--- src/hw/rtl/amt_pkg.sv ---
`default_nettype none
package amt_pkg;

    // Width of every numeric field on the channels
    localparam int FIELD_W = 32;

    // Operation codes
    localparam logic [2:0] OP_WR_CUR  = 3'd0;
    localparam logic [2:0] OP_WR_OPND = 3'd1;
    localparam logic [2:0] OP_IDENT   = 3'd2;
    localparam logic [2:0] OP_COMPOSE = 3'd3;
    localparam logic [2:0] OP_XFORM   = 3'd4;
    localparam logic [2:0] OP_READ    = 3'd5;

    // Commands from the sequencer to the datapath
    typedef struct packed {
        logic       accept;   // input word taken this cycle
        logic       mul;      // issue one product
        logic       fin;      // round, clamp and store one element
        logic       load;     // move the result into the output registers
        logic       compose;  // matrix product rather than vertex transform
        logic [3:0] elem;     // element being computed
        logic [1:0] term;     // term of the dot product
    } amt_cmd_t;

endpackage
`default_nettype wire

--- src/hw/rtl/amt_ctrl.sv ---
`default_nettype none
module amt_ctrl (
    input  wire logic            clk,
    input  wire logic            rst_n,
    input  wire logic            in_valid,
    input  wire logic [2:0]      opcode,
    output logic                 in_ready,
    output logic                 out_valid,
    input  wire logic            out_ready,
    output amt_pkg::amt_cmd_t    cmd
);
    import amt_pkg::*;

    localparam logic [2:0] S_IDLE  = 3'd0;
    localparam logic [2:0] S_RUN   = 3'd1;
    localparam logic [2:0] S_DRAIN = 3'd2;
    localparam logic [2:0] S_FIN   = 3'd3;
    localparam logic [2:0] S_LOAD  = 3'd4;

    logic [2:0] state_reg, state_next;
    logic [3:0] elem_reg, elem_next;
    logic [1:0] term_reg, term_next;
    logic       comp_reg, comp_next;
    logic       ovalid_reg, ovalid_next;
    logic       take;
    logic [1:0] last_term;
    logic [3:0] last_elem;

    assign in_ready  = (state_reg == S_IDLE);
    assign out_valid = ovalid_reg;
    assign take      = in_valid && in_ready;
    assign last_term = comp_reg ? 2'd3 : 2'd2;
    assign last_elem = comp_reg ? 4'd15 : 4'd2;

    // Sequence the dot products
    always_comb
    begin
        state_next  = state_reg;
        elem_next   = elem_reg;
        term_next   = term_reg;
        comp_next   = comp_reg;
        ovalid_next = ovalid_reg && !out_ready;
        cmd         = '0;
        cmd.compose = comp_reg;
        cmd.elem    = elem_reg;
        cmd.term    = term_reg;
        case (state_reg)
            S_IDLE:
            begin
                cmd.accept = take;
                if (take)
                begin
                    elem_next = 4'd0;
                    term_next = 2'd0;
                    comp_next = (opcode == OP_COMPOSE);
                    if (opcode == OP_COMPOSE || opcode == OP_XFORM)
                    begin
                        state_next = S_RUN;
                    end
                    else if (opcode == OP_READ)
                    begin
                        state_next = S_LOAD;
                    end
                end
            end
            S_RUN:
            begin
                cmd.mul = 1'b1;
                if (term_reg == last_term)
                begin
                    term_next  = 2'd0;
                    state_next = S_DRAIN;
                end
                else
                begin
                    term_next = term_reg + 2'd1;
                end
            end
            S_DRAIN:
            begin
                state_next = S_FIN;
            end
            S_FIN:
            begin
                cmd.fin = 1'b1;
                if (elem_reg == last_elem)
                begin
                    state_next = comp_reg ? S_IDLE : S_LOAD;
                end
                else
                begin
                    elem_next  = elem_reg + 4'd1;
                    state_next = S_RUN;
                end
            end
            S_LOAD:
            begin
                if (!ovalid_reg || out_ready)
                begin
                    cmd.load    = 1'b1;
                    ovalid_next = 1'b1;
                    state_next  = S_IDLE;
                end
            end
            default:
            begin
                state_next = S_IDLE;
            end
        endcase
    end

    always_ff @(posedge clk or negedge rst_n)
    begin
        if (!rst_n)
        begin
            state_reg  <= S_IDLE;
            elem_reg   <= 4'd0;
            term_reg   <= 2'd0;
            comp_reg   <= 1'b0;
            ovalid_reg <= 1'b0;
        end
        else
        begin
            state_reg  <= state_next;
            elem_reg   <= elem_next;
            term_reg   <= term_next;
            comp_reg   <= comp_next;
            ovalid_reg <= ovalid_next;
        end
    end

endmodule
`default_nettype wire

--- config.mk ---
export PLATFORM = sky130hd
export DESIGN_NAME = amt_ctrl
export DESIGN_NICKNAME = d
export VERILOG_FILES = /design/src/hw/rtl/amt_pkg.sv /design/src/hw/rtl/amt_ctrl.sv
export SDC_FILE = /design/constraint.sdc
export NUM_CORES = 1
export LEC_CHECK = 0
export BUFFER_PORTS_ARGS = -buffer_cell sky130_fd_sc_hd__buf_2
export CORE_MARGIN = 10
export CORE_UTILIZATION = 40
export CTS_CLUSTER_SIZE = 16
export DETAILED_ROUTE_END_ITERATION = 10
export HOLD_SLACK_MARGIN = 0.12
export PLACE_DENSITY = 0.76
export RECOVER_POWER = 25
export SLEW_MARGIN = 15
export SYNTH_ARGS = -nofsm -noshare
export SYNTH_HDL_FRONTEND = slang
export SYNTH_SLANG_ARGS = --single-unit
export TNS_END_PERCENT = 20
--- constraint.sdc ---
create_clock -name clk -period 1.87 [get_ports clk]
set_clock_uncertainty 0.2 [all_clocks]
set_input_delay 0.0935 -clock clk [delete_from_list [all_inputs] [get_ports clk]]
set_output_delay 0.0935 -clock clk [all_outputs]
set_load 0.05 [all_outputs]
==> results of run 1 <==
worst paths after layout:
check | startpoint | slack, ps | end
worst max-delay path | state_reg[1] | 50 | cmd[9]
worst min-delay path | opcode[2] | 120 | state_reg[2]
worst max register to register | state_reg[1] | 150 | elem_reg[1]
worst min register to register | out_valid | 330 | out_valid
max in group asynchronous | rst_n | 460 | state_reg[0]
min in group asynchronous | rst_n | 640 | out_valid
cell usage in the layout (no fill, tap or decap):
master         synthesis  routed
mux2i_1                3       3
or2b_2                 1       1
nand3b_1               2       2
clkbuf_4               0       4
inv_1                  3       3
inv_6                  0       1
o22ai_1                1       1
a21oi_1                4       4
buf_4                  1       2
and3_1                 2       2
nor3_4                 0       1
nand2_2                0       1
a311oi_1               1       1
nor3b_1                1       1
nor2_2                 0       1
nor2b_1                1       1
dfrtp_1               11      10
buf_2                  0      11
o21ai_0                1       1
o21ai_1                3       3
o21bai_1               1       1
nor2_1                 2       1
nor4_1                 1       1
nand3_1                2       2
ha_1                   1       1
o21ba_1                1       1
dlygate4sd3_1          0       7
a311o_1                1       1
and4_4                 1       1
nand2_1                8       7
and3b_1                1       1
nand2b_1               4       4
clkbuf_1               0       8
and4b_1                1       1
a31oi_1                2       2
dfrtp_2                0       1
or3b_1                 2       2
o211a_1                1       1
a32o_2                 1       1
area by class of cell:
class	instances	area share
Sequential cell	11	0.317
Inverter	4	0.0229
Multi-Input combinational cell	51	0.408
Clock buffer	4	0.0301
Timing Repair Buffer	28	0.199
Tap cell	16	0.0229
power by group through the flow:
stage	combinational, mW	clock, mW	sequential [mW]
after floorplan	0.521	0	0.535
after global placement	0.818	0	0.404
after detailed placement	0.829	0	0.415
after CTS	0.845	0.168	0.410
after global routing	0.892	0.180	0.428
final	0.830	0.169	0.412
routing by layer:
layer  GRT usage  part of all wire
met3      0.0313             0.056
met5           0                 0
met1       0.115              0.45
met2       0.169              0.50
met4     0.00940                 0
critical path, stage by stage, from the launching register on:
cell and delay (ps):
dfrtp_1 470, nand2b_1 230, nor2_2 240, buf_2 320
repair_timing:
action | CTS | global route
hold buffers | 7 | 0
hold endpoints to repair | 17 | 0
buffers inserted | 0 | 0
gates resized for setup | 0 | 1
endpoints found under the setup margin | 0 | 1
stage by stage:
stage / worst slack [ps] / cells / util / hold WS (ps)
2_1_floorplan: -73.7 / 68 / - / -402
3_3_place_gp: 250 / 103 / 0.514 / -218
3_5_place_dp: 188 / 103 / 0.514 / -219
4_1_cts: 58.9 / 114 / 0.577 / 124
5_1_grt: 2.85 / 114 / 0.573 / 181
6_report: 50.7 / 114 / 0.573 / 118
cell families after synthesis:
| group | synth area share |
|---|---|
| simple gates | 0.285 |
| fa+ha+maj | 0.0191 |
| flops | 0.421 |
| compound gates | 0.178 |
| mux | 0.0459 |
| buf+inv | 0.0516 |
==> results.yml, run 1 <==
clock_network:
  cts_sinks: 11
  insertion_delay_ps: 270
  cts_buffer_depth: 2
  cts_buffers: 3
  cts-root-buf: "clkbuf_4"
  cts_htree_levels: 1
  cts_tree: "yes"
  path_clk_slew_ps: 70
layout:
  area_delta_synth_final_pct: 33.5
  fin_nets: 107
  stdcell_area_sq_um: 873
  final_layout_size_suffix_gt1_frac: 0.255
  fillerInstances: 138
  num_antenna_cells: 0
  multiInputGateArea_sq_um: 357
  regArea_sq_um: 277
  largest_reg_flops: 4
power_and_ir_drop:
  power.leakage_nw: 0.427
  power_density_nw_per_um2: 1620
  power.share.switching: 0.544
  switchingPower_mw: 0.767
  internal_power_mw: 0.644
  vdd.ir_drop.worst_mv: 0.974
  p_total_mw: 1.41
  power_frac_seq: 0.292
  pwr-share-comb: 0.588
  clockPowerShare: 0.120
global_route:
  grt_max_degree: 12
  overflow: 0
  grt_pass1_vias: 641
  grt_pass1_wl_um: 2830
  grt.total_usage: 0.0962
  antenna_found_initial: 0
die:
  num_rows: 14
  die_w_um: 60.4
  start_util: 0.429
  pin_count: 20
  dieHeight_um: 60.4
  die_area_sq_um: 3650
  core_sq_um: 1520
logic_synthesis:
  yosysTopAreaCellShare: 0.421
  syn-num-nets: 76
  yosysWarnings: 0
  ys_top_cells_by_area: "dfrtp_1 (42%), mux2i_1 (4.6%), nand2_1 (4.6%), nand2b_1 (3.8%), a21oi_1 (3.1%)"
  postSynthAreaPerCell_sq_um: 9.62
  syn_inst: 68
  synth_area_sq_um: 654
  async_reset_ff_frac: 1.00
  synth_cell_type_count: 33
  seq_area_frac_synth: 0.421
  synth_top_cell_by_area: "dfrtp_1"
  yosysMostFrequentCell: "dfrtp_1"
  synth_top_flop_cell: "dfrtp_1"
  netlist_top_cells_count: "dfrtp_1 (11), nand2_1 (8), a21oi_1 (4), nand2b_1 (4)"
  synth_edf_count: 0
  ys_ff_latch: 11
worst_setup_path:
  critPathCaptureType: "primary output"
  path_class: "reg -> out"
  crit_path_max_fanout: 7
  cp.required_ps: 1580
  crit_arrival_ps: 1530
  ff2ff_path_depth: 3
  start_kind: "register"
status:
  status: "finished, final reports clean"
place:
  postPlaceCellArea_sq_um: 783
  io_buffer_count: 19
  place_hpwl_um: 1310
  gp_congestion: 0.741
route:
  vias: 628
  ant_nets: 0
  drtIter0Drc: 19
  viasPerCell: 5.51
  post-route-drc-count: 0
  wl_per_cell_um: 15.4
  drt_wl_total_um: 1750
  dr.pass1.iters: 4
timing:
  worstMarginPinSlew_ps: 607
  slew-limit-headroom: 0.597
  finalCriticalPeriod_ps: 1820
  rsz0062_at_grt: "false"
  setup-violations-final: 0
  timing.final.crit_share: 0.973
  timing.setup.tns_ps: 0
  fmax_ghz: 0.550
  finalHoldViolCount: 0
  finalMaxSlewViolations: 0
min_path:
  hold_path_depth: 4
  min_path_type: "in -> reg"
flow_run:
  cap_violations: 0
(Power assumes the default switching activity.)
==> run 2, diff against run 1 <==
--- a/config.mk
+++ b/config.mk
@@ -6,12 +6,14 @@
 export NUM_CORES = 1
 export LEC_CHECK = 0
 export BUFFER_PORTS_ARGS = -buffer_cell sky130_fd_sc_hd__buf_2
+export CELL_PAD_IN_SITES_DETAIL_PLACEMENT = 0
+export CELL_PAD_IN_SITES_GLOBAL_PLACEMENT = 2
 export CORE_MARGIN = 10
-export CORE_UTILIZATION = 40
+export CORE_UTILIZATION = 29
 export CTS_CLUSTER_SIZE = 16
 export DETAILED_ROUTE_END_ITERATION = 10
 export HOLD_SLACK_MARGIN = 0.12
-export PLACE_DENSITY = 0.76
+export PLACE_DENSITY = 0.87
 export RECOVER_POWER = 25
 export SLEW_MARGIN = 15
 export SYNTH_ARGS = -nofsm -noshare
==> results.yml, run 2 (synthesized netlist as in run 1, its figures left out) <==
route:
  drt_wl_total_um: 1630
  post-route-drc-count: 0
  ant_nets: 0
  dr.pass1.iters: 4
  drtIter0Drc: 30
  viasPerCell: 4.98
  vias: 633
  wl_per_cell_um: 12.9
die:
  dieHeight_um: 67.5
  core_sq_um: 2190
  start_util: 0.299
  die_w_um: 67.5
  num_rows: 17
  die_area_sq_um: 4560
  pin_count: 20
status:
  status: "finished, final reports clean"
timing:
  setup_ws_ps: 120
  worstMarginPinSlew_ps: 607
  slew-limit-headroom: 0.597
  finalCriticalPeriod_ps: 1750
  timing.final.crit_share: 0.936
  setup-violations-final: 0
  fmax_ghz: 0.571
  finalHoldViolCount: 0
  rsz0062_at_grt: "false"
  finalMaxSlewViolations: 0
layout:
  layout_commonest_cell: "buf_2"
  layout_common_cells: "buf_2 (11), dfrtp_1 (10), clkbuf_1 (8), nand2_1 (7), dlygate4sd3_1 (7)"
  fin_nets: 108
  area_delta_synth_final_pct: 36.9
  final_layout_size_suffix_gt1_frac: 0.263
  fillerInstances: 236
  stdcell_area_sq_um: 896
  largest_reg_flops: 4
  num_antenna_cells: 0
worst_setup_path:
  crit_arrival_ps: 1460
  critPathCaptureType: "primary output"
  crit_path_max_fanout: 6
  path_class: "reg -> out"
  start_kind: "register"
  cp.required_ps: 1580
clock_network:
  cts_buffers: 3
  cts_htree_levels: 1
  cts_buffer_depth: 2
  cts_sinks: 11
  cts-root-buf: "clkbuf_4"
  path_clk_slew_ps: 60
  cts_tree: "yes"
  insertion_delay_ps: 260
place:
  place_hpwl_um: 1240
  gp_congestion: 0.804
  pre_cts_ws_ps: 211
  io_buffer_count: 19
  postPlaceCellArea_sq_um: 791
global_route:
  grt.total_usage: 0.0777
  grt_pass1_wl_um: 2850
  antenna_found_initial: 0
  grt_pass1_vias: 635
  overflow: 0
  grt_max_degree: 12
min_path:
  min_path_type: "in -> reg"
power_and_ir_drop:
  power_density_nw_per_um2: 1590
  power.leakage_nw: 0.431
  vdd.ir_drop.worst_mv: 0.673
flow_run:
  cap_violations: 0
[run 2: cell types whose count changed in the layout (fill, tap and decap cells not counted)]
cell / before / now
buf_4: 2 / 3
[run 2: routing by layer]
metal | track usage | share of wire | up-vias
li1 | - | - | 315
met1 | 0.0894 | 0.41 | 298
met2 | 0.128 | 0.51 | 20
met3 | 0.0215 | 0.080 | 0
met4 | 0.0410 | 0 | 0
met5 | 0 | 0 | -
[run 2: stage by stage]
stage | hold WS, ps | std cells | util | TNS (ps) | power, mW
floorplan | -402 | 68 | - | -138 | 1.06
global placement | -217 | 114 | 0.361 | 0 | 1.22
detailed placement | -218 | 114 | 0.361 | 0 | 1.23
CTS | 122 | 125 | 0.405 | 0 | 1.41
global route | 172 | 127 | 0.409 | 0 | 1.54
finish | 139 | 127 | 0.409 | 0 | 1.43
[run 2: timing repair]
| action | CTS | global route |
|---|---|---|
| endpoints found under the setup margin | 0 | 1 |
| setup buffers | 0 | 2 |
| resized for setup | 0 | 1 |
| hold buffers | 7 | 0 |
| hold endpoints to repair | 17 | 0 |
[run 2: path summary, 6_finish.rpt]
check                           slack (ps)      endpoint  cells past startpoint          from
worst max-delay path                   120       cmd[10]                      4  state_reg[2]
worst max register to register         190   elem_reg[2]                      4   elem_reg[0]
max in group asynchronous              430  state_reg[0]                      3         rst_n
min in group asynchronous              660   term_reg[0]                      3         rst_n
worst min register to register         320     out_valid                      2     out_valid
worst min-delay path                   140  state_reg[2]                      4     opcode[2]
[run 2: worst max-delay path, stage by stage (launching register included)]
cell	delay [ps]
dfrtp_1	450
nor3_4	260
nand2_2	170
inv_6	100
clkbuf_4	220
[run 2: cell type report]
| class | instances | area [sq um] | share of cell area |
|---|---|---|---|
| timing repair buffer | 29 | 181 | 0.203 |
| sequential | 11 | 277 | 0.309 |
| multi-input combinational | 51 | 357 | 0.398 |
| tap | 28 | 35.0 | 0.0391 |
| inverter | 4 | 20.0 | 0.0223 |
| clock buffer | 4 | 26.3 | 0.0293 |
[run 2: power breakdown]
group	leakage (nW)	switching, mW	internal, mW
Combinational	0.270	0.573	0.277
Clock	0.0150	0.0749	0.0824
Sequential	0.146	0.109	0.310
==> run 3, diff against run 2 <==
--- a/config.mk
+++ b/config.mk
@@ -15,6 +15,7 @@
 export HOLD_SLACK_MARGIN = 0.12
 export PLACE_DENSITY = 0.87
 export RECOVER_POWER = 25
+export SETUP_SLACK_MARGIN = 0.15
 export SLEW_MARGIN = 15
 export SYNTH_ARGS = -nofsm -noshare
 export SYNTH_HDL_FRONTEND = slang
==> results.yml, run 3 (synthesized netlist as in run 1, its figures left out) <==
layout:
  final_layout_size_suffix_gt1_frac: 0.273
  num_antenna_cells: 0
  fin_nets: 108
  final_util: 0.413
  stdcell_area_sq_um: 905
  area_delta_synth_final_pct: 38.2
  fillerInstances: 237
  largest_reg_flops: 4
  layout_common_cells: "dfrtp_1 (10), buf_2 (10), clkbuf_1 (8), nand2_1 (7), dlygate4sd3_1 (7)"
power_and_ir_drop:
  switchingPower_mw: 0.760
  power.share.switching: 0.527
  power_frac_seq: 0.292
  clockPowerShare: 0.109
  power.leakage_nw: 0.434
  power_density_nw_per_um2: 1590
  internal_power_mw: 0.682
  vdd.ir_drop.worst_mv: 0.681
  pwr-share-comb: 0.599
timing:
  setup-violations-final: 0
  timing.setup.tns_ps: 0
  timing.final.crit_share: 0.920
  finalCriticalPeriod_ps: 1720
  finalMaxSlewViolations: 0
  rsz0062_at_grt: "true"
  fmax_ghz: 0.581
  slew-limit-headroom: 0.597
  finalHoldViolCount: 0
  setup_ws_ps: 150
  worstMarginPinSlew_ps: 607
place:
  place_hpwl_um: 1240
  gp_congestion: 0.804
  io_buffer_count: 19
  postPlaceCellArea_sq_um: 791
  pre_cts_ws_ps: 211
clock_network:
  insertion_delay_ps: 260
  cts_htree_levels: 1
  path_clk_slew_ps: 60
  cts-root-buf: "clkbuf_4"
  cts_buffer_depth: 2
  cts_tree: "yes"
  cts_buffers: 3
  cts_sinks: 11
route:
  ant_nets: 0
  post-route-drc-count: 0
  drtIter0Drc: 27
  dr.pass1.iters: 4
  viasPerCell: 4.90
  vias: 622
  drt_wl_total_um: 1650
  wl_per_cell_um: 13.0
die:
  core_sq_um: 2190
  start_util: 0.299
  die_w_um: 67.5
  pin_count: 20
  dieHeight_um: 67.5
  die_area_sq_um: 4560
  num_rows: 17
flow_run:
  cap_violations: 0
worst_setup_path:
  start_kind: "register"
  critPathCaptureType: "primary output"
  cp.required_ps: 1580
  crit_path_max_fanout: 6
  path_class: "reg -> out"
  crit_arrival_ps: 1430
global_route:
  grt.total_usage: 0.0780
  grt_max_degree: 12
  overflow: 0
  grt_pass1_wl_um: 2860
  grt_pass1_vias: 637
  antenna_found_initial: 0
min_path:
  min_path_type: "in -> reg"
status:
  status: "finished, final reports clean"
[run 3: changes by cell type in the layout (fill, tap and decap cells not counted)]
cell      before  now
clkbuf_4       4    3
nor4_1         1    0
buf_4          3    5
nor4_2         0    1
buf_2         11   10
[run 3: final timing paths]
| kind | start | cells after the start | end | slack, ps |
|---|---|---|---|---|
| max in group asynchronous | rst_n | 3 | state_reg[0] | 430 |
| worst max-delay path | state_reg[2] | 4 | cmd[10] | 150 |
| worst max register to register | comp_reg | 3 | elem_reg[1] | 230 |
| min in group asynchronous | rst_n | 3 | term_reg[0] | 660 |
| worst min register to register | out_valid | 2 | out_valid | 320 |
| worst min-delay path | opcode[2] | 4 | state_reg[2] | 140 |
[run 3: power groups by stage]
stage | Clock (mW) | Combinational, mW | Sequential (mW)
2_1_floorplan | 0 | 0.521 | 0.535
3_3_place_gp | 0 | 0.802 | 0.420
3_5_place_dp | 0 | 0.812 | 0.422
4_1_cts | 0.170 | 0.836 | 0.417
5_1_grt | 0.177 | 0.939 | 0.438
6_report | 0.157 | 0.863 | 0.421
[run 3: area by class of cell]
type	instances	area (sq um)	share of cell area
Multi-Input combinational cell	51	363	0.401
Sequential cell	11	277	0.306
Timing Repair Buffer	29	184	0.203
Tap cell	28	35.0	0.0387
Clock buffer	4	26.3	0.0290
Inverter	4	20.0	0.0221
[run 3: what timing repair did]
| item | 4_1_cts | 5_1_grt |
|---|---|---|
| setup buffers | 0 | 2 |
| gates cloned | 0 | 0 |
| hold endpoints to repair | 17 | 0 |
| setup endpoints to repair | 2 | 8 |
| pin swaps | 0 | 1 |
| hold buffers | 7 | 0 |
| gates resized for setup | 2 | 1 |
[run 3: metrics by stage]
stage	hold WS, ps	std cells	total power [mW]
finish	139	127	1.44
CTS	122	125	1.42
global route	172	127	1.55
global placement	-217	114	1.22
floorplan	-402	68	1.06
detailed placement	-218	114	1.23
[run 3: worst max-delay path: stages, from the launching register on]
cell and delay, ps:
dfrtp_1 450, nor3_4 260, nand2_2 170, inv_6 100, buf_4 190
[run 3: routing by layer]
metal | GRT usage | routed length, um | up-vias
li1 | - | - | 312
met1 | 0.0885 | 671 | 293
met2 | 0.130 | 858 | 17
met3 | 0.0215 | 122 | 0
met4 | 0.0410 | 0 | 0
met5 | 0 | 0 | -
